File: src/sv/pf6_pkg.sv
`default_nettype none
package pf6_pkg;

  localparam int SIDE  = 6;
  localparam int NSYM  = SIDE * SIDE;
  localparam int SYM_W = $clog2(NSYM);

  localparam logic [SYM_W-1:0] SYM_X    = SYM_W'(23);
  localparam logic [SYM_W-1:0] SYM_NONE = '1;
  localparam logic [7:0]       CHAR_SPACE = 8'd32;

  typedef enum logic [1:0] {
    OP_KEY = 2'd0,
    OP_FIN = 2'd1,
    OP_MSG = 2'd2,
    OP_END = 2'd3
  } pf6_op_t;

  typedef enum logic [3:0] {
    ST_IDLE,
    ST_FILL,
    ST_SPACE,
    ST_RDA,
    ST_RDB,
    ST_CALC,
    ST_KA,
    ST_KB,
    ST_KC,
    ST_EMA,
    ST_EMB
  } pf6_state_t;

  typedef struct packed {
    logic [2:0] row;
    logic [2:0] col;
  } pf6_rc_t;

  function automatic logic [7:0] lower_ascii(input logic [7:0] c);
    if (c >= 8'd65 && c <= 8'd90) return 8'(c + 8'd32);
    return c;
  endfunction

  function automatic logic [SYM_W-1:0] to_symbol(input logic [7:0] c);
    if (c >= 8'd97 && c <= 8'd122) return SYM_W'(c - 8'd97);
    if (c >= 8'd48 && c <= 8'd57)  return SYM_W'(c - 8'd48 + 8'd26);
    return SYM_NONE;
  endfunction

  function automatic logic [7:0] to_ascii(input logic [SYM_W-1:0] s);
    if (s < SYM_W'(26)) return 8'(8'd97 + 8'(s));
    return 8'(8'd48 + 8'(s) - 8'd26);
  endfunction

  // cell index to row/column: row = (p * 43) >> 8 is exact for p < 36
  function automatic pf6_rc_t split_cell(input logic [SYM_W-1:0] p);
    logic [11:0] prod;
    pf6_rc_t     rc;
    prod   = 12'(p) * 12'd43;
    rc.row = prod[10:8];
    rc.col = 3'(p - SYM_W'(rc.row) * SYM_W'(SIDE));
    return rc;
  endfunction

  function automatic logic [SYM_W-1:0] join_cell(input pf6_rc_t rc);
    return SYM_W'(SYM_W'(rc.row) * SYM_W'(SIDE) + SYM_W'(rc.col));
  endfunction

endpackage
`default_nettype wire

File: src/sv/pf6_ram.sv
`default_nettype none
module pf6_ram #(
  parameter int WIDTH = 6,
  parameter int DEPTH = 36
) (
  input  wire logic                     clk,
  input  wire logic                     we,
  input  wire logic [$clog2(DEPTH)-1:0] waddr,
  input  wire logic [WIDTH-1:0]         wdata,
  input  wire logic [$clog2(DEPTH)-1:0] raddr,
  output      logic [WIDTH-1:0]         rdata
);

  logic [WIDTH-1:0] mem [DEPTH];

  always_ff @(posedge clk) begin
    if (we) mem[waddr] <= wdata;
    rdata <= mem[raddr];
  end

endmodule
`default_nettype wire

File: src/sv/pf6_pair_calc.sv
`default_nettype none
module pf6_pair_calc import pf6_pkg::*; (
  input  wire logic [SYM_W-1:0] pa,
  input  wire logic [SYM_W-1:0] pb,
  input  wire logic             dec,
  output      logic [SYM_W-1:0] ca,
  output      logic [SYM_W-1:0] cb
);

  pf6_rc_t a, b, oa, ob;

  function automatic logic [2:0] shift6(input logic [2:0] v, input logic d);
    if (d) return (v == 3'd0) ? 3'(SIDE - 1) : 3'(v - 3'd1);
    return (v == 3'(SIDE - 1)) ? 3'd0 : 3'(v + 3'd1);
  endfunction

  always_comb begin
    a  = split_cell(pa);
    b  = split_cell(pb);
    oa = a;
    ob = b;
    if (a.row == b.row) begin
      oa.col = shift6(a.col, dec);
      ob.col = shift6(b.col, dec);
    end else if (a.col == b.col) begin
      oa.row = shift6(a.row, dec);
      ob.row = shift6(b.row, dec);
    end else begin
      // rectangle: swap columns
      oa.col = b.col;
      ob.col = a.col;
    end
    ca = join_cell(oa);
    cb = join_cell(ob);
  end

endmodule
`default_nettype wire

File: src/sv/playfair_6x6_cipher_unit.sv
// Sequence: a new key character is appended as it is accepted; finish sweeps
//   all 36 symbols, one symbol per cycle; a space word waits in ST_SPACE.
// Throughput: one item at a time; a pair runs RDA, RDB, CALC, KA, KB, KC, EMA, EMB,
//   plus any output stall; each table has one read port (position, square lookup).
// Reset: synchronous, active low; clears key state, pending half pair, mode
//   and output valid. Square tables are undefined until a finish.
`default_nettype none
module playfair_6x6_cipher_unit import pf6_pkg::*; (
  input  wire logic       clk,
  input  wire logic       rst_n,
  input  wire logic       in_tvalid,
  output      logic       in_tready,
  input  wire logic [7:0] in_tdata,   // [7:0] char_in
  input  wire logic [1:0] in_tuser,   // [1:0] opcode
  output      logic       out_tvalid,
  input  wire logic       out_tready,
  output      logic [7:0] out_tdata,  // [7:0] char_out
  output      logic       out_tlast,
  input  wire logic       cfg_valid,
  output      logic       cfg_ready,
  input  wire logic [0:0] cfg_data    // [0] decrypt_mode
);

  pf6_state_t       state_r, state_nxt;
  logic [NSYM-1:0]  used_r, used_nxt, used_eff;
  logic [SYM_W-1:0] fill_r, fill_nxt, fill_eff;
  logic             ready_r, ready_nxt;
  logic             pend_v_r, pend_v_nxt;
  logic [SYM_W-1:0] pend_s_r, pend_s_nxt;
  logic [SYM_W-1:0] idx_r, idx_nxt;
  logic [SYM_W-1:0] a_r, a_nxt, b_r, b_nxt, pa_r, pa_nxt;
  logic [SYM_W-1:0] ca_r, ca_nxt, cb_r, cb_nxt, oa_r, oa_nxt, ob_r, ob_nxt;
  logic             ov_r, ov_nxt, olast_r, olast_nxt;
  logic [7:0]       odata_r, odata_nxt;
  logic             dec_r;

  logic             in_acc, slot_free, app_req, app_ok;
  logic [SYM_W-1:0] app_sym, in_sym;
  logic [7:0]       in_ch;
  logic [NSYM-1:0]  app_mask;
  pf6_op_t          op;

  logic [SYM_W-1:0] pos_raddr, pos_rdata, ks_raddr, ks_rdata, calc_a, calc_b;

  assign in_tready  = (state_r == ST_IDLE);
  assign in_acc     = in_tvalid && in_tready;
  assign cfg_ready  = 1'b1;
  assign out_tvalid = ov_r;
  assign out_tdata  = odata_r;
  assign out_tlast  = olast_r;
  assign slot_free  = !ov_r || out_tready;

  assign op     = pf6_op_t'(in_tuser);
  assign in_ch  = lower_ascii(in_tdata);
  assign in_sym = to_symbol(in_ch);

  // shared append unit: key characters and the finish sweep
  assign app_sym  = (state_r == ST_FILL) ? idx_r : in_sym;
  assign used_eff = (state_r == ST_IDLE && ready_r) ? '0 : used_r;
  assign fill_eff = (state_r == ST_IDLE && ready_r) ? '0 : fill_r;
  assign app_mask = NSYM'(1) << app_sym;
  assign app_ok   = app_req && (app_sym < SYM_W'(NSYM)) && (fill_eff < SYM_W'(NSYM))
                    && !(|(used_eff & app_mask));

  pf6_ram #(.WIDTH(SYM_W), .DEPTH(NSYM)) u_pos_ram (
    .clk(clk), .we(app_ok), .waddr(app_sym), .wdata(fill_eff),
    .raddr(pos_raddr), .rdata(pos_rdata)
  );

  pf6_ram #(.WIDTH(SYM_W), .DEPTH(NSYM)) u_ks_ram (
    .clk(clk), .we(app_ok), .waddr(fill_eff), .wdata(app_sym),
    .raddr(ks_raddr), .rdata(ks_rdata)
  );

  pf6_pair_calc u_calc (
    .pa(pa_r), .pb(pos_rdata), .dec(dec_r), .ca(calc_a), .cb(calc_b)
  );

  always_ff @(posedge clk) begin
    if (!rst_n) begin
      state_r  <= ST_IDLE;
      used_r   <= '0;
      fill_r   <= '0;
      ready_r  <= 1'b0;
      pend_v_r <= 1'b0;
      pend_s_r <= '0;
      ov_r     <= 1'b0;
      dec_r    <= 1'b0;
    end else begin
      state_r  <= state_nxt;
      used_r   <= used_nxt;
      fill_r   <= fill_nxt;
      ready_r  <= ready_nxt;
      pend_v_r <= pend_v_nxt;
      pend_s_r <= pend_s_nxt;
      ov_r     <= ov_nxt;
      if (cfg_valid && cfg_ready) dec_r <= cfg_data[0];
    end
  end

  always_ff @(posedge clk) begin
    idx_r   <= idx_nxt;
    a_r     <= a_nxt;
    b_r     <= b_nxt;
    pa_r    <= pa_nxt;
    ca_r    <= ca_nxt;
    cb_r    <= cb_nxt;
    oa_r    <= oa_nxt;
    ob_r    <= ob_nxt;
    odata_r <= odata_nxt;
    olast_r <= olast_nxt;
  end

  always_comb begin
    state_nxt  = state_r;
    used_nxt   = used_r;
    fill_nxt   = fill_r;
    ready_nxt  = ready_r;
    pend_v_nxt = pend_v_r;
    pend_s_nxt = pend_s_r;
    idx_nxt    = idx_r;
    a_nxt      = a_r;
    b_nxt      = b_r;
    pa_nxt     = pa_r;
    ca_nxt     = ca_r;
    cb_nxt     = cb_r;
    oa_nxt     = oa_r;
    ob_nxt     = ob_r;
    ov_nxt     = ov_r && !out_tready;
    odata_nxt  = odata_r;
    olast_nxt  = olast_r;
    app_req    = 1'b0;
    pos_raddr  = a_r;
    ks_raddr   = ca_r;

    case (state_r)
      ST_IDLE: begin
        if (in_acc) begin
          case (op)
            OP_KEY: begin
              // reusing a finished square starts a fresh key
              app_req   = 1'b1;
              used_nxt  = used_eff;
              fill_nxt  = fill_eff;
              ready_nxt = 1'b0;
            end
            OP_FIN: begin
              pend_v_nxt = 1'b0;
              idx_nxt    = '0;
              state_nxt  = ST_FILL;
            end
            OP_MSG: begin
              if (ready_r) begin
                if (in_ch == CHAR_SPACE) begin
                  if (!pend_v_r) state_nxt = ST_SPACE;
                end else if (in_sym != SYM_NONE) begin
                  if (!pend_v_r) begin
                    pend_v_nxt = 1'b1;
                    pend_s_nxt = in_sym;
                  end else begin
                    a_nxt     = pend_s_r;
                    state_nxt = ST_RDA;
                    if (in_sym == pend_s_r) begin
                      b_nxt = SYM_X;      // doubled letter stays pending
                    end else begin
                      b_nxt      = in_sym;
                      pend_v_nxt = 1'b0;
                    end
                  end
                end
              end
            end
            OP_END: begin
              pend_v_nxt = 1'b0;
              if (ready_r && pend_v_r) begin
                a_nxt     = pend_s_r;
                b_nxt     = SYM_X;
                state_nxt = ST_RDA;
              end
            end
            default: ;
          endcase
        end
      end
      ST_FILL: begin
        app_req = 1'b1;
        idx_nxt = SYM_W'(idx_r + SYM_W'(1));
        if (idx_r == SYM_W'(NSYM - 1)) begin
          ready_nxt = 1'b1;
          state_nxt = ST_IDLE;
        end
      end
      ST_SPACE: begin
        if (slot_free) begin
          ov_nxt    = 1'b1;
          odata_nxt = CHAR_SPACE;
          olast_nxt = 1'b1;
          state_nxt = ST_IDLE;
        end
      end
      ST_RDA: begin
        pos_raddr = a_r;
        state_nxt = ST_RDB;
      end
      ST_RDB: begin
        pos_raddr = b_r;
        pa_nxt    = pos_rdata;
        state_nxt = ST_CALC;
      end
      ST_CALC: begin
        ca_nxt    = calc_a;
        cb_nxt    = calc_b;
        state_nxt = ST_KA;
      end
      ST_KA: begin
        ks_raddr  = ca_r;
        state_nxt = ST_KB;
      end
      ST_KB: begin
        ks_raddr  = cb_r;
        oa_nxt    = ks_rdata;
        state_nxt = ST_KC;
      end
      ST_KC: begin
        ob_nxt    = ks_rdata;
        state_nxt = ST_EMA;
      end
      ST_EMA: begin
        if (slot_free) begin
          ov_nxt    = 1'b1;
          odata_nxt = to_ascii(oa_r);
          olast_nxt = 1'b0;
          state_nxt = ST_EMB;
        end
      end
      ST_EMB: begin
        if (slot_free) begin
          ov_nxt    = 1'b1;
          odata_nxt = to_ascii(ob_r);
          olast_nxt = 1'b1;
          state_nxt = ST_IDLE;
        end
      end
      default: state_nxt = ST_IDLE;
    endcase

    if (app_ok) begin
      used_nxt = used_eff | app_mask;
      fill_nxt = SYM_W'(fill_eff + SYM_W'(1));
    end
  end

endmodule
`default_nettype wire

File: config.mk
export PLATFORM = sky130hd
export DESIGN_NAME = playfair_6x6_cipher_unit
export DESIGN_NICKNAME = d
export VERILOG_FILES = /design/src/sv/pf6_pkg.sv /design/src/sv/pf6_ram.sv /design/src/sv/pf6_pair_calc.sv /design/src/sv/playfair_6x6_cipher_unit.sv
export SDC_FILE = /design/constraint.sdc
export NUM_CORES = 1
export LEC_CHECK = 0
export ABC_AREA = 1
export BUFFER_PORTS_ARGS = -buffer_cell sky130_fd_sc_hd__buf_2
export CAP_MARGIN = 20
export CORE_ASPECT_RATIO = 1.5
export CORE_MARGIN = 2
export CORE_UTILIZATION = 63
export DETAILED_ROUTE_END_ITERATION = 16
export GPL_ROUTABILITY_DRIVEN = 0
export HOLD_SLACK_MARGIN = 0.1
export PLACE_DENSITY = 0.88
export SYNTH_ARGS = -nofsm -noshare
export SYNTH_HDL_FRONTEND = slang
export SYNTH_SLANG_ARGS = --single-unit
File: constraint.sdc
create_clock -name clk -period 7.8 [get_ports clk]
set_input_delay 1.17 -clock clk [delete_from_list [all_inputs] [get_ports clk]]
set_output_delay 1.17 -clock clk [all_outputs]
set_load 0.005 [all_outputs]
; Word level (Yosys, flattened, before mapping)
; Memories as Yosys holds them, arrays and structs flattened. A register that Yosys moved wholly into a read port is not among the register bits.
; Cells that the tools add are included.
[totals]
memories = 2
elab_cells = 261
output_inout_bits = 12
input_bits = 16
latch_bits = 0
rom_bits = 0
ff_bits = 113
ram_bits = 432
[memory_table]
columns = name, words, width, rd, rd_clocked_by_memory_dff, write_ports, line
row1 = u_ks_ram.mem, 36, 6, 1, 1, 1, pf6_ram.sv:14  ; logic [WIDTH-1:0] mem [DEPTH];
row2 = u_pos_ram.mem, 36, 6, 1, 1, 1, pf6_ram.sv:14
[classes]
shift = 1
n_mux = 113
mul = 6
n_eq_ne = 42
n_div = 0
bitwise_logic = 4
addsub = 24
order_cmp = 10
n_reduce_logical = 41
[ops]
columns = operator, n
row1 = $mux W36, 5
row2 = $mux W6, 25
row3 = $mux W3, 24
row4 = $mux W8, 9
row5 = $mux W4, 10
row6 = $pmux W4 S10, 1
row7 = $and A36 B36 Y36, 1
row8 = $or A36 B36 Y36, 1
row9 = $pmux W6 S2, 3
row10 = $reduce_or A36 Y1, 1
row11 = $shl A1 B6 Y36 const A, 1
row12 = $mux W1, 30
row13 = $pmux W8 S3, 1
row14 = $mul A6 B6 Y11 const B, 2
row15 = $add A7 B6 Y8 const A, 2
row16 = $eq A4 B3 Y1 const B, 4
row17 = $ge A8 B7 Y1 const B, 2
row18 = $le A8 B7 Y1 const B, 2
row19 = $ne A2 B2 Y1 const B, 8
row20 = $sub A7 B5 Y8 const B, 2
row21 = $add A6 B6 Y7 const A, 2
row22 = $reduce_bool A2 Y1, 7
row23 = $add A3 B1 Y3 const B, 4
row24 = $add A6 B1 Y6 const B, 2
row25 = other kinds (45), 92

; Depth between registers and ports, before layout
; Gate-level depths: netlist of run 1.
[logic_depth]
ltp_word = 18
ltp_mapped = 30
mapped_depth_nobuf = 30

; Modules after synthesis
; From an unflattened synthesis of run 1, not the netlist that was laid out.
[unflattened]
hier_cells = 2819
area_unflattened_um2 = 27343.7
[by_module_without_submodules]
columns = module, instances, cells_per_inst, area_per_inst_um2, seq_area_each_um2
row1 = pf6_ram (u_ks_ram), 1, 784, 9053.7, 6606.3
row2 = pf6_ram (u_pos_ram), 1, 770, 8994.9, 6606.3
row3 = playfair_6x6_cipher_unit, 1, 885, 6760.2, 2832.7
row4 = pf6_pair_calc, 1, 380, 2534.9, 0.0

; Worst setup path after synthesis of run 1
; No wires, ideal clock.
[synth_path]
path_type = reg-to-reg
from = register u_pos_ram.rdata[1], read port of u_pos_ram.mem
to = register cb_r[4], data pin
setup_slack_ps = 1481
t_arrival_ps = 6031
period_less_slack_ps = 6319
setup_ps = 288
n_path_buf = 0
required_ps = 7512
path_stages_with_launch = 27
path_cell_list = dfxtp_1 > ha_1 > inv_1 > fa_1 > fa_1 > inv_1 > ha_1 > nand4_1 > o221ai_1 > a21o_1 > xor2_1 > inv_1 > ha_1 > xor2_1 > xor2_1 > inv_1 > a221o_1 > nor2_1 > inv_1 > nor2_1 > inv_1 > o31ai_1 > fa_1 > nand3_1 > nand2_1 > xor2_1 > xor2_1
[synth_via]
elab_chain_cells = 9
elab_cells_between_ends = 27
classes_between = add/sub: 6 / mul: 3 / eq/ne: 4 / mux: 12 / reduce/logical: 2
[synth_lines]
columns = item, line
row1 = start: declaration, pf6_ram.sv:11  ; output logic [WIDTH-1:0] rdata
row2 = branches (longest 8 deep; another with $mul A6 B6 Y11), n/a
row3 = $add A6 B3 Y6 (*), pf6_pkg.sv:65  ; return SYM_W'(SYM_W'(rc.row) * SYM_W'(SIDE) + SYM_W'(rc.col));
row4 = via calc_b[4], playfair_6x6_cipher_unit.sv:43  ; logic [SYM_W-1:0] pos_raddr, pos_rdata, ks_raddr, ks_rdata, calc_a, calc_b;
row5 = end signal: assignment, playfair_6x6_cipher_unit.sv:107  ; cb_r <= cb_nxt;
row6 = end: declaration, playfair_6x6_cipher_unit.sv:32  ; logic [SYM_W-1:0] ca_r, ca_nxt, cb_r, cb_nxt, oa_r, oa_nxt, ob_r, ob_nxt;
; Mark *: on every way through the listed nets, which the timed path passes. The select of a mux whose other input is x is not followed.
; A chain may end at the register's enable or synchronous reset.

; Worst setup path after layout of run 1
; Same ends and word-level chain as after synthesis.

==> run_results.csv, run 1 <==
group,metric,value,unit
route,drtPass1Iterations,8,
synth,synth_cells,2468,
sta,setup_violations,0,
power_and_ir_drop,p_comb_share,40.8,%
synth,ys_types,47,
synth,synth_area_per_cell,10.5,um2
final_layout,post-route-util,68.8,%
die,fp.dieH,253,um
final_layout,multiInputGateArea,8590,um2
outcome,status,"finished, final reports clean",
die,dieArea,42900,um2
power_and_ir_drop,swShare,37.2,%
sta,tightest_slew,1110,ps
power_and_ir_drop,irDropWorstVdd,0.506,mV
clock_tree,h-tree-depth,2,
synth,ys_ff_latch,557,
die,coreArea,40900,um2
final_layout,syn_to_final_growth,8.37,%
clock_tree,cts_resized,0,
sta,fin_skew,29.8,ps
sta,slew_viol_final,0,
power_and_ir_drop,p_leak,10.7,nW
synth,synth.area.top_cells,"edfxtp_1, nor2_1, dfxtp_1, nand2_1, o21ai_0",
die,pin_count,28,
clock_tree,cts_tree,"done",
grt,grt.total_usage,29.6,%
worst_setup_path,crit_top_cell,"inv_1",
synth,synth_nets,2584,
final_layout,regArea,16000,um2
final_layout,nFillCells,2697,
clock_tree,cts_made_buffers,47,
power_and_ir_drop,pwr-share-seq,36.5,%
route,wl_per_cell,21.1,um
worst_setup_path,crit_required,8090,ps
route,vias,19400,
die,num_rows,91,
placed_design,portBuffers,26,
clock_tree,postCtsSetupBuffers,0,
sta,setup_tns,0,ps
sta,max_freq,0.137,GHz
clock_tree,cts.sink_count,557,
worst_setup_path,cp_max_fo,7,
synth,yosys_most_used_dff,"edfxtp_1",
min_path,hp-class,"reg2reg",
synth,synth_area,26000,um2
final_layout,n_antenna_cell,0,
final_layout,finalNetCount,2588,
synth,synth_top_cells_by_count,"edfxtp_1, nor2_1, nand2_1",
sta,slew_headroom,25.9,%
route,drc,0,
synth,async_flop_share,0,%
worst_setup_path,worstPathArrival,7600,ps
grt,antenna_found_initial,0,
synth,seq_area_frac_synth,61.8,%
worst_setup_path,slowest_stage,"o31ai_1",
clock_tree,clk_pin_slew,70,ps
synth,yosysMostFrequentCell,"edfxtp_1",
route,drt_iter0_markers,2373,
power_and_ir_drop,power.density,364,nW/um2
grt,grt_max_degree,110,
worst_setup_path,criticalPathCategory,"reg2reg",
clock_tree,clockBufferDepth,3,
worst_setup_path,cp-end-kind,"register",
power_and_ir_drop,p_int,6.44,mW
sta,rsz0062_at_grt,"false",
die,initial_utilization,63.5,%
worst_setup_path,cp-start-kind,"register",
route,viasPerCell,6.43,
synth,post-synth-top-area-cell,"edfxtp_1",
route,ant_nets,0,
placed_design,dpl.hpwl,41.0,mm
synth,synth_edf_count,489,
route,routed_wl,63.8,mm
die,die_x,170,um
worst_setup_path,crit_buf_inv,6,
power_and_ir_drop,finalPower,10.2,mW
grt,grt_pass1_vias,19400,
grt,gr-total-overflow,0,
clock_tree,root_buffer,"clkbuf_16",
synth,yosysWarnings,0,
clock_tree,clock_latency,600,ps
sta,timing_hold_violations_final,0,
final_layout,drive_above_1_share,6.73,%
power_and_ir_drop,p_switching,3.81,mW
clock_tree,cts-hold-fix-buffers,0,
power_and_ir_drop,pwr-share-clk,22.7,%
run,cap_violations,0,
worst_setup_path,cpLargestDelayFamily,"adder cells",
grt,grt_pass1_wl,99.6,mm
synth,synth_top_cell_area_share,56.6,%
worst_setup_path,cpPeakStageDelay,620,ps
sta,finalCritPeriodShare,93.7,%
sta,period_needed,7310,ps
==> power by group through the flow <==
stage / Sequential, mW / Clock (mW) / Combinational [mW]
2_1_floorplan: 3.79 / 0 / 3.03
3_3_place_gp: 3.80 / 0 / 3.66
3_5_place_dp: 3.81 / 0 / 4.02
4_1_cts: 3.74 / 2.33 / 4.08
5_1_grt: 3.75 / 2.45 / 4.66
6_report: 3.74 / 2.33 / 4.18
==> sequential cells by signal, summed over array words and instances, names as in the netlist, 8 cells and up <==
register,flops
u_ks_ram.mem,216
used_r,36
out_tdata,8
u_pos_ram.mem,216
==> cells by family after synthesis <==
logic type / count (synthesis) / synth area share [%]
other cells: 1 / 0.0144
fa+ha+maj: 100 / 5.17
flops: 557 / 61.8
compound gates: 515 / 11.9
xor+xnor: 40 / 1.35
buf+inv: 346 / 5.15
simple gates: 909 / 14.6
==> cells in the final DEF (no fill, tap or decap), drive strengths merged, types with 3 or more instances in the layout <==
cell type / Yosys / final
nor3: 4 / 4
or2: 3 / 3
xor2: 28 / 28
clkinv: 4 / 17
buf: 8 / 56
o21ai: 254 / 254
fa: 12 / 12
dfxtp: 68 / 68
inv: 240 / 242
a21oi: 85 / 85
ha: 88 / 88
o31ai: 4 / 4
o211ai: 36 / 36
a311oi: 6 / 6
nand3b: 10 / 10
o22ai: 36 / 36
xnor2: 12 / 12
a21o: 4 / 4
o221ai: 63 / 63
edfxtp: 489 / 489
clkinvlp: 0 / 3
nand2: 368 / 368
clkbuf: 94 / 67
bufinv: 0 / 3
nand4: 19 / 19
a31o: 5 / 5
o21bai: 4 / 4
nor4: 4 / 4
nand3: 131 / 131
a211oi: 5 / 5
o21a: 3 / 3
a31oi: 5 / 5
nor2: 370 / 370
==> metrics by stage <==
stage	cells	worst slack, ps	hold WS [ps]	area [um2]
after CTS	3018	540	443	28100
after global routing	3021	15.0	455	28100
after floorplan	2468	1480	404	26000
final	3021	488	443	28100
after detailed placement	2931	734	432	26600
after global placement	2929	1010	425	26500
==> area by class of cell <==
class                      count  area share (%)
inverter                     244            3.26
clock buffer                  66            4.58
multi-input combinational   1565            30.5
sequential                   557            57.0
timing repair buffer          57            1.50
clock inverter                21           0.801
tap                          511            2.27
==> worst reg2reg max path: stages, from the launching register on <==
cell and delay, ps:
dfxtp_1 450, ha_1 270, inv_1 80, fa_1 440, fa_1 550, inv_1 40
ha_1 290, nand4_1 100, o221ai_1 300, a21o_1 220, xor2_1 460, inv_1 150
ha_1 340, xor2_1 190, xor2_1 340, inv_1 140, a221o_1 320, nor2_1 90
inv_1 40, nor2_1 370, inv_1 160, o31ai_1 620, fa_1 570, nand3_1 110
nand2_1 70, xor2_1 150, xor2_1 160
==> path summary, 6_finish.rpt <==
path / cells past startpoint / startpoint / to / slack, ps
worst min register to register: 0 / u_ks_ram.rdata[0] / oa_r[0] / 440
worst max-delay path: 26 / u_pos_ram.rdata[1] / cb_r[4] / 490
worst max register to register: 26 / u_pos_ram.rdata[1] / cb_r[4] / 490
worst min-delay path: 0 / u_ks_ram.rdata[0] / oa_r[0] / 440
==> per-layer routing <==
layer / track usage, % / up-vias / wire length [um]
met1: 32.6 / 9206 / 21400
met3: 4.82 / 342 / 5090
met2: 51.8 / 1210 / 32400
met5: 0 / - / 0
li1: - / 8661 / -
met4: 21.4 / 0 / 4930
No activity file was read; power rests on OpenSTA's default activity.
==> inputs of run 2 (changes only) <==
clock period = 8 ns   (was 7.8 ns; I/O delays follow)
==> run_results.csv, run 2 (same netlist as run 1, synthesis figures left out) <==
group,metric,value,unit
worst_setup_path,criticalPathCategory,"reg2reg",
final_layout,largest_registers,"u_ks_ram.mem (216), u_pos_ram.mem (216), used_r (36)",
sta,setup_violations,0,
final_layout,multiInputGateArea,8590,um2
route,drc,0,
sta,rsz0062_at_grt,"false",
die,num_rows,91,
min_path,hold_depth,0,
clock_tree,cts.sink_count,557,
final_layout,final_cell_mix,"edfxtp_1, nor2_1, nand2_1",
worst_setup_path,slowest_stage,"o31ai_1",
route,wl_per_cell,20.9,um
min_path,hold_end,"ob_r[0]",
final_layout,stdcell_count,3023,
run,cap_violations,0,
clock_tree,postCtsSetupBuffers,0,
sta,max_freq,0.140,GHz
route,drtPass1Iterations,10,
die,coreArea,40900,um2
grt,grt.total_usage,29.3,%
worst_setup_path,cp_max_fo,7,
sta,setup_tns,0,ps
clock_tree,root_buffer,"clkbuf_16",
grt,gr-total-overflow,0,
final_layout,drive_above_1_share,6.73,%
grt,antenna_found_initial,0,
die,pin_count,28,
route,viasPerCell,6.36,
power_and_ir_drop,finalPower,10.1,mW
placed_design,dp_slack,991,ps
die,initial_utilization,63.5,%
min_path,hold_start,"u_ks_ram.rdata[0]",
placed_design,dp.cells,2930,
final_layout,finalNetCount,2588,
worst_setup_path,cpLargestDelayFamily,"adder cells",
sta,slew_viol_final,0,
route,drt_iter0_markers,2245,
sta,fin_skew,18.7,ps
worst_setup_path,ff2ff_path_depth,26,
die,die_x,170,um
worst_setup_path,cpPeakStageDelay,580,ps
clock_tree,h-tree-depth,2,
worst_setup_path,cp-end-kind,"register",
route,routed_wl,63.2,mm
min_path,hp-class,"reg2reg",
die,fp.dieH,253,um
final_layout,regArea,16000,um2
die,dieArea,42900,um2
worst_setup_path,crit_required,8300,ps
clock_tree,cts_tree,"done",
grt,grt_max_degree,110,
sta,period_needed,7150,ps
route,vias,19200,
clock_tree,clk_pin_slew,70,ps
clock_tree,clockBufferDepth,3,
grt,grt_pass1_vias,18800,
worst_setup_path,crit_buf_inv,6,
placed_design,portBuffers,26,
placed_design,dpl.hpwl,40.4,mm
route,ant_nets,0,
power_and_ir_drop,power.density,358,nW/um2
worst_setup_path,crit_cells,26,
final_layout,nFillCells,2642,
power_and_ir_drop,p_leak,10.8,nW
final_layout,n_antenna_cell,0,
sta,setup_slack,849,ps
sta,finalCritPeriodShare,89.4,%
clock_tree,cts-hold-fix-buffers,0,
final_layout,syn_to_final_growth,8.48,%
clock_tree,cts_resized,0,
power_and_ir_drop,irDropWorstVdd,0.434,mV
sta,slew_headroom,22.9,%
clock_tree,clock_latency,590,ps
grt,grt_pass1_wl,98.1,mm
outcome,status,"finished, final reports clean",
worst_setup_path,reg2reg_slack,850,ps
sta,timing_hold_violations_final,0,
clock_tree,cts_made_buffers,49,
worst_setup_path,cp-start-kind,"register",
worst_setup_path,crit_top_cell,"inv_1",
sta,tightest_slew,1140,ps
worst_setup_path,worstPathArrival,7460,ps
worst_setup_path,timing.rr.start,"u_pos_ram.rdata[1]",
worst_setup_path,r2r_end,"cb_r[4]",
final_layout,final_common_cell,"edfxtp_1",
==> run 2: cell types whose count changed in the layout (fill, tap and decap cells not counted), moves of 2 or more <==
cell and change:
clkbuf_8 -2, clkbuf_16 +3, clkinv_2 +2, clkinv_1 +2
==> run 2: power breakdown <==
part | switching (mW) | leakage, nW | internal, mW
registers | 0.0574 | 5.07 | 3.59
clock network | 1.04 | 0.750 | 1.27
logic | 2.66 | 4.94 | 1.46
==> run 2: cell type report <==
cell class	instances	share of cell area (%)
clock buffer	67	4.74
clock inverter	24	0.782
tap	511	2.27
multi-input combinational	1565	30.5
inverter	244	3.25
timing repair buffer	55	1.45
sequential	557	57.0
==> run 2: worst max path at each step <==
stage                                   from       to  slack, ps
after detailed placement  u_pos_ram.rdata[1]  cb_r[4]        990
after floorplan           u_pos_ram.rdata[1]  cb_r[4]       1680
after global routing      u_pos_ram.rdata[1]  ca_r[5]        330
after global placement    u_pos_ram.rdata[1]  cb_r[4]       1220
after CTS                 u_pos_ram.rdata[1]  cb_r[4]        920
final                     u_pos_ram.rdata[1]  cb_r[4]        850
==> run 2: worst reg2reg max path, delay by kind of cell (launching register included) <==
kind | cells | cell delay [ps]
fa+ha+maj | 6 | 2520
compound gates | 4 | 1330
xor+xnor | 5 | 1210
simple gates | 5 | 780
buf+inv | 6 | 580
flops | 1 | 450
==> run 2: stage by stage <==
stage	hold slack, ps	area (um2)	utilization, %
6_report	439	28200	68.9
5_1_grt	459	28200	68.9
4_1_cts	443	28100	68.7
3_5_place_dp	429	26500	64.9
3_3_place_gp	425	26500	64.9
2_1_floorplan	404	26000	-
==> run 2: layer usage <==
metal  global-route usage [%]  wire length, um  part of all wire (%)  vias to the layer above
li1                         -                -                     -                     8648
met1                     33.0            21300                    34                     9032
met2                     52.3            32700                    52                     1242
met3                     4.35             4980                   7.9                      295
met4                     18.0             4200                   6.6                        0
met5                        0                0                     0                        -
==> inputs of run 3 (changes only) <==
CORE_MARGIN = 1   (was 2)
==> run_results.csv, run 3 (same netlist as run 1, synthesis figures left out) <==
group,metric,value,unit
sta,slew_headroom,26.9,%
grt,gr-total-overflow,0,
clock_tree,clockBufferDepth,3,
final_layout,drive_above_1_share,6.94,%
final_layout,post-route-util,69.7,%
final_layout,largest_registers,"u_ks_ram.mem (216), u_pos_ram.mem (216), used_r (36)",
die,dieArea,42000,um2
final_layout,regArea,16000,um2
sta,timing_hold_violations_final,0,
grt,antenna_found_initial,0,
grt,grt.total_usage,30.3,%
route,ant_nets,0,
grt,grt_pass1_vias,19200,
route,wl_per_cell,21.1,um
final_layout,final_cell_mix,"edfxtp_1, nor2_1, nand2_1",
route,drc,0,
final_layout,finalNetCount,2587,
clock_tree,root_buffer,"clkbuf_16",
clock_tree,h-tree-depth,2,
die,coreArea,40400,um2
sta,tightest_slew,1080,ps
power_and_ir_drop,power.density,360,nW/um2
sta,finalCritPeriodShare,90.9,%
placed_design,dp_slack,839,ps
sta,rsz0062_at_grt,"false",
final_layout,n_antenna_cell,0,
die,fp.dieH,251,um
run,cap_violations,0,
sta,period_needed,7270,ps
placed_design,portBuffers,26,
route,drt_iter0_markers,2662,
final_layout,final_common_cell,"edfxtp_1",
clock_tree,cts-hold-fix-buffers,0,
clock_tree,cts_resized,0,
clock_tree,postCtsSetupBuffers,0,
clock_tree,clk_pin_slew,70,ps
clock_tree,clock_latency,590,ps
route,routed_wl,63.6,mm
power_and_ir_drop,p_leak,10.8,nW
sta,setup_violations,0,
sta,setup_slack,727,ps
die,pin_count,28,
route,drtPass1Iterations,8,
grt,grt_pass1_wl,99.1,mm
outcome,status,"finished, final reports clean",
clock_tree,cts_tree,"done",
worst_setup_path,reg2reg_slack,730,ps
power_and_ir_drop,irDropWorstVdd,0.507,mV
sta,fin_skew,31.8,ps
route,viasPerCell,6.45,
die,die_x,168,um
route,vias,19400,
worst_setup_path,crit_required,8280,ps
sta,setup_tns,0,ps
sta,slew_viol_final,0,
clock_tree,cts_made_buffers,47,
worst_setup_path,criticalPathCategory,"reg2reg",
final_layout,syn_to_final_growth,8.53,%
die,num_rows,90,
placed_design,dpl.hpwl,40.7,mm
sta,max_freq,0.137,GHz
worst_setup_path,cp_max_fo,7,
min_path,hp-class,"reg2reg",
worst_setup_path,worstPathArrival,7550,ps
worst_setup_path,cp-end-kind,"register",
grt,grt_max_degree,109,
worst_setup_path,cp-start-kind,"register",
final_layout,multiInputGateArea,8590,um2
die,initial_utilization,64.2,%
clock_tree,cts.sink_count,557,
final_layout,nFillCells,2536,
-- run 3: cell types whose count changed in the layout (fill, tap and decap cells not counted), moves of 2 or more --
cell       change
buf_16         -2
clkinv_1       -5
clkinv_2       +2
bufinv_16      +3
clkinv_4       +2
clkbuf_8       +2
clkbuf_1       -5
clkbuf_16      -2
-- run 3: final timing paths --
check / endpoint / from / cells after the start
max: cb_r[4] / u_pos_ram.rdata[1] / 26
min reg2reg: ob_r[1] / u_ks_ram.rdata[1] / 0
min: ob_r[1] / u_ks_ram.rdata[1] / 0
max reg2reg: cb_r[4] / u_pos_ram.rdata[1] / 26
-- run 3: layout make-up --
cell class,count,area share (%)
clock buffer,62,4.59
multi-input combinational,1565,30.5
inverter,244,3.25
timing repair buffer,56,1.40
clock inverter,23,1.04
tap,506,2.25
sequential,557,57.0
-- run 3: worst max-delay path: stages, from the launching register on --
cell,delay (ps)
dfxtp_1,460
ha_1,270
inv_1,80
fa_1,450
fa_1,550
inv_1,50
ha_1,290
nand4_1,90
o221ai_1,300
a21o_1,210
xor2_1,410
inv_1,140
ha_1,340
xor2_1,210
xor2_1,340
inv_1,140
a221o_1,310
nor2_1,80
inv_1,50
nor2_1,390
inv_1,160
o31ai_1,610
fa_1,570
nand3_1,100
nand2_1,60
xor2_1,150
xor2_1,160
-- run 3: per-layer routing --
metal	up-vias	track usage [%]	routed length (um)	share of wire [%]
met5	-	0	0	0
met4	0	20.5	4160	6.5
met3	279	4.36	5430	8.5
met2	1313	53.6	32700	51
met1	9183	33.7	21300	33
li1	8650	-	-	-
-- run 3: stage by stage --
| stage | instances | hold WS, ps | area [um2] | total power [mW] |
|---|---|---|---|---|
| 2_1_floorplan | 2468 | 404 | 26000 | 6.65 |
| 3_3_place_gp | 2923 | 422 | 26500 | 7.28 |
| 3_5_place_dp | 2925 | 424 | 26500 | 7.66 |
| 4_1_cts | 3010 | 443 | 28100 | 10.1 |
| 5_1_grt | 3013 | 459 | 28200 | 10.7 |
| 6_report | 3013 | 442 | 28200 | 10.1 |
-- run 3: where the power goes --
group,switching [mW],leakage (nW),internal [mW],total [mW]
Clock,1.02,0.779,1.34,2.36
Sequential,0.0603,5.07,3.59,3.65
Combinational,2.65,4.94,1.47,4.12
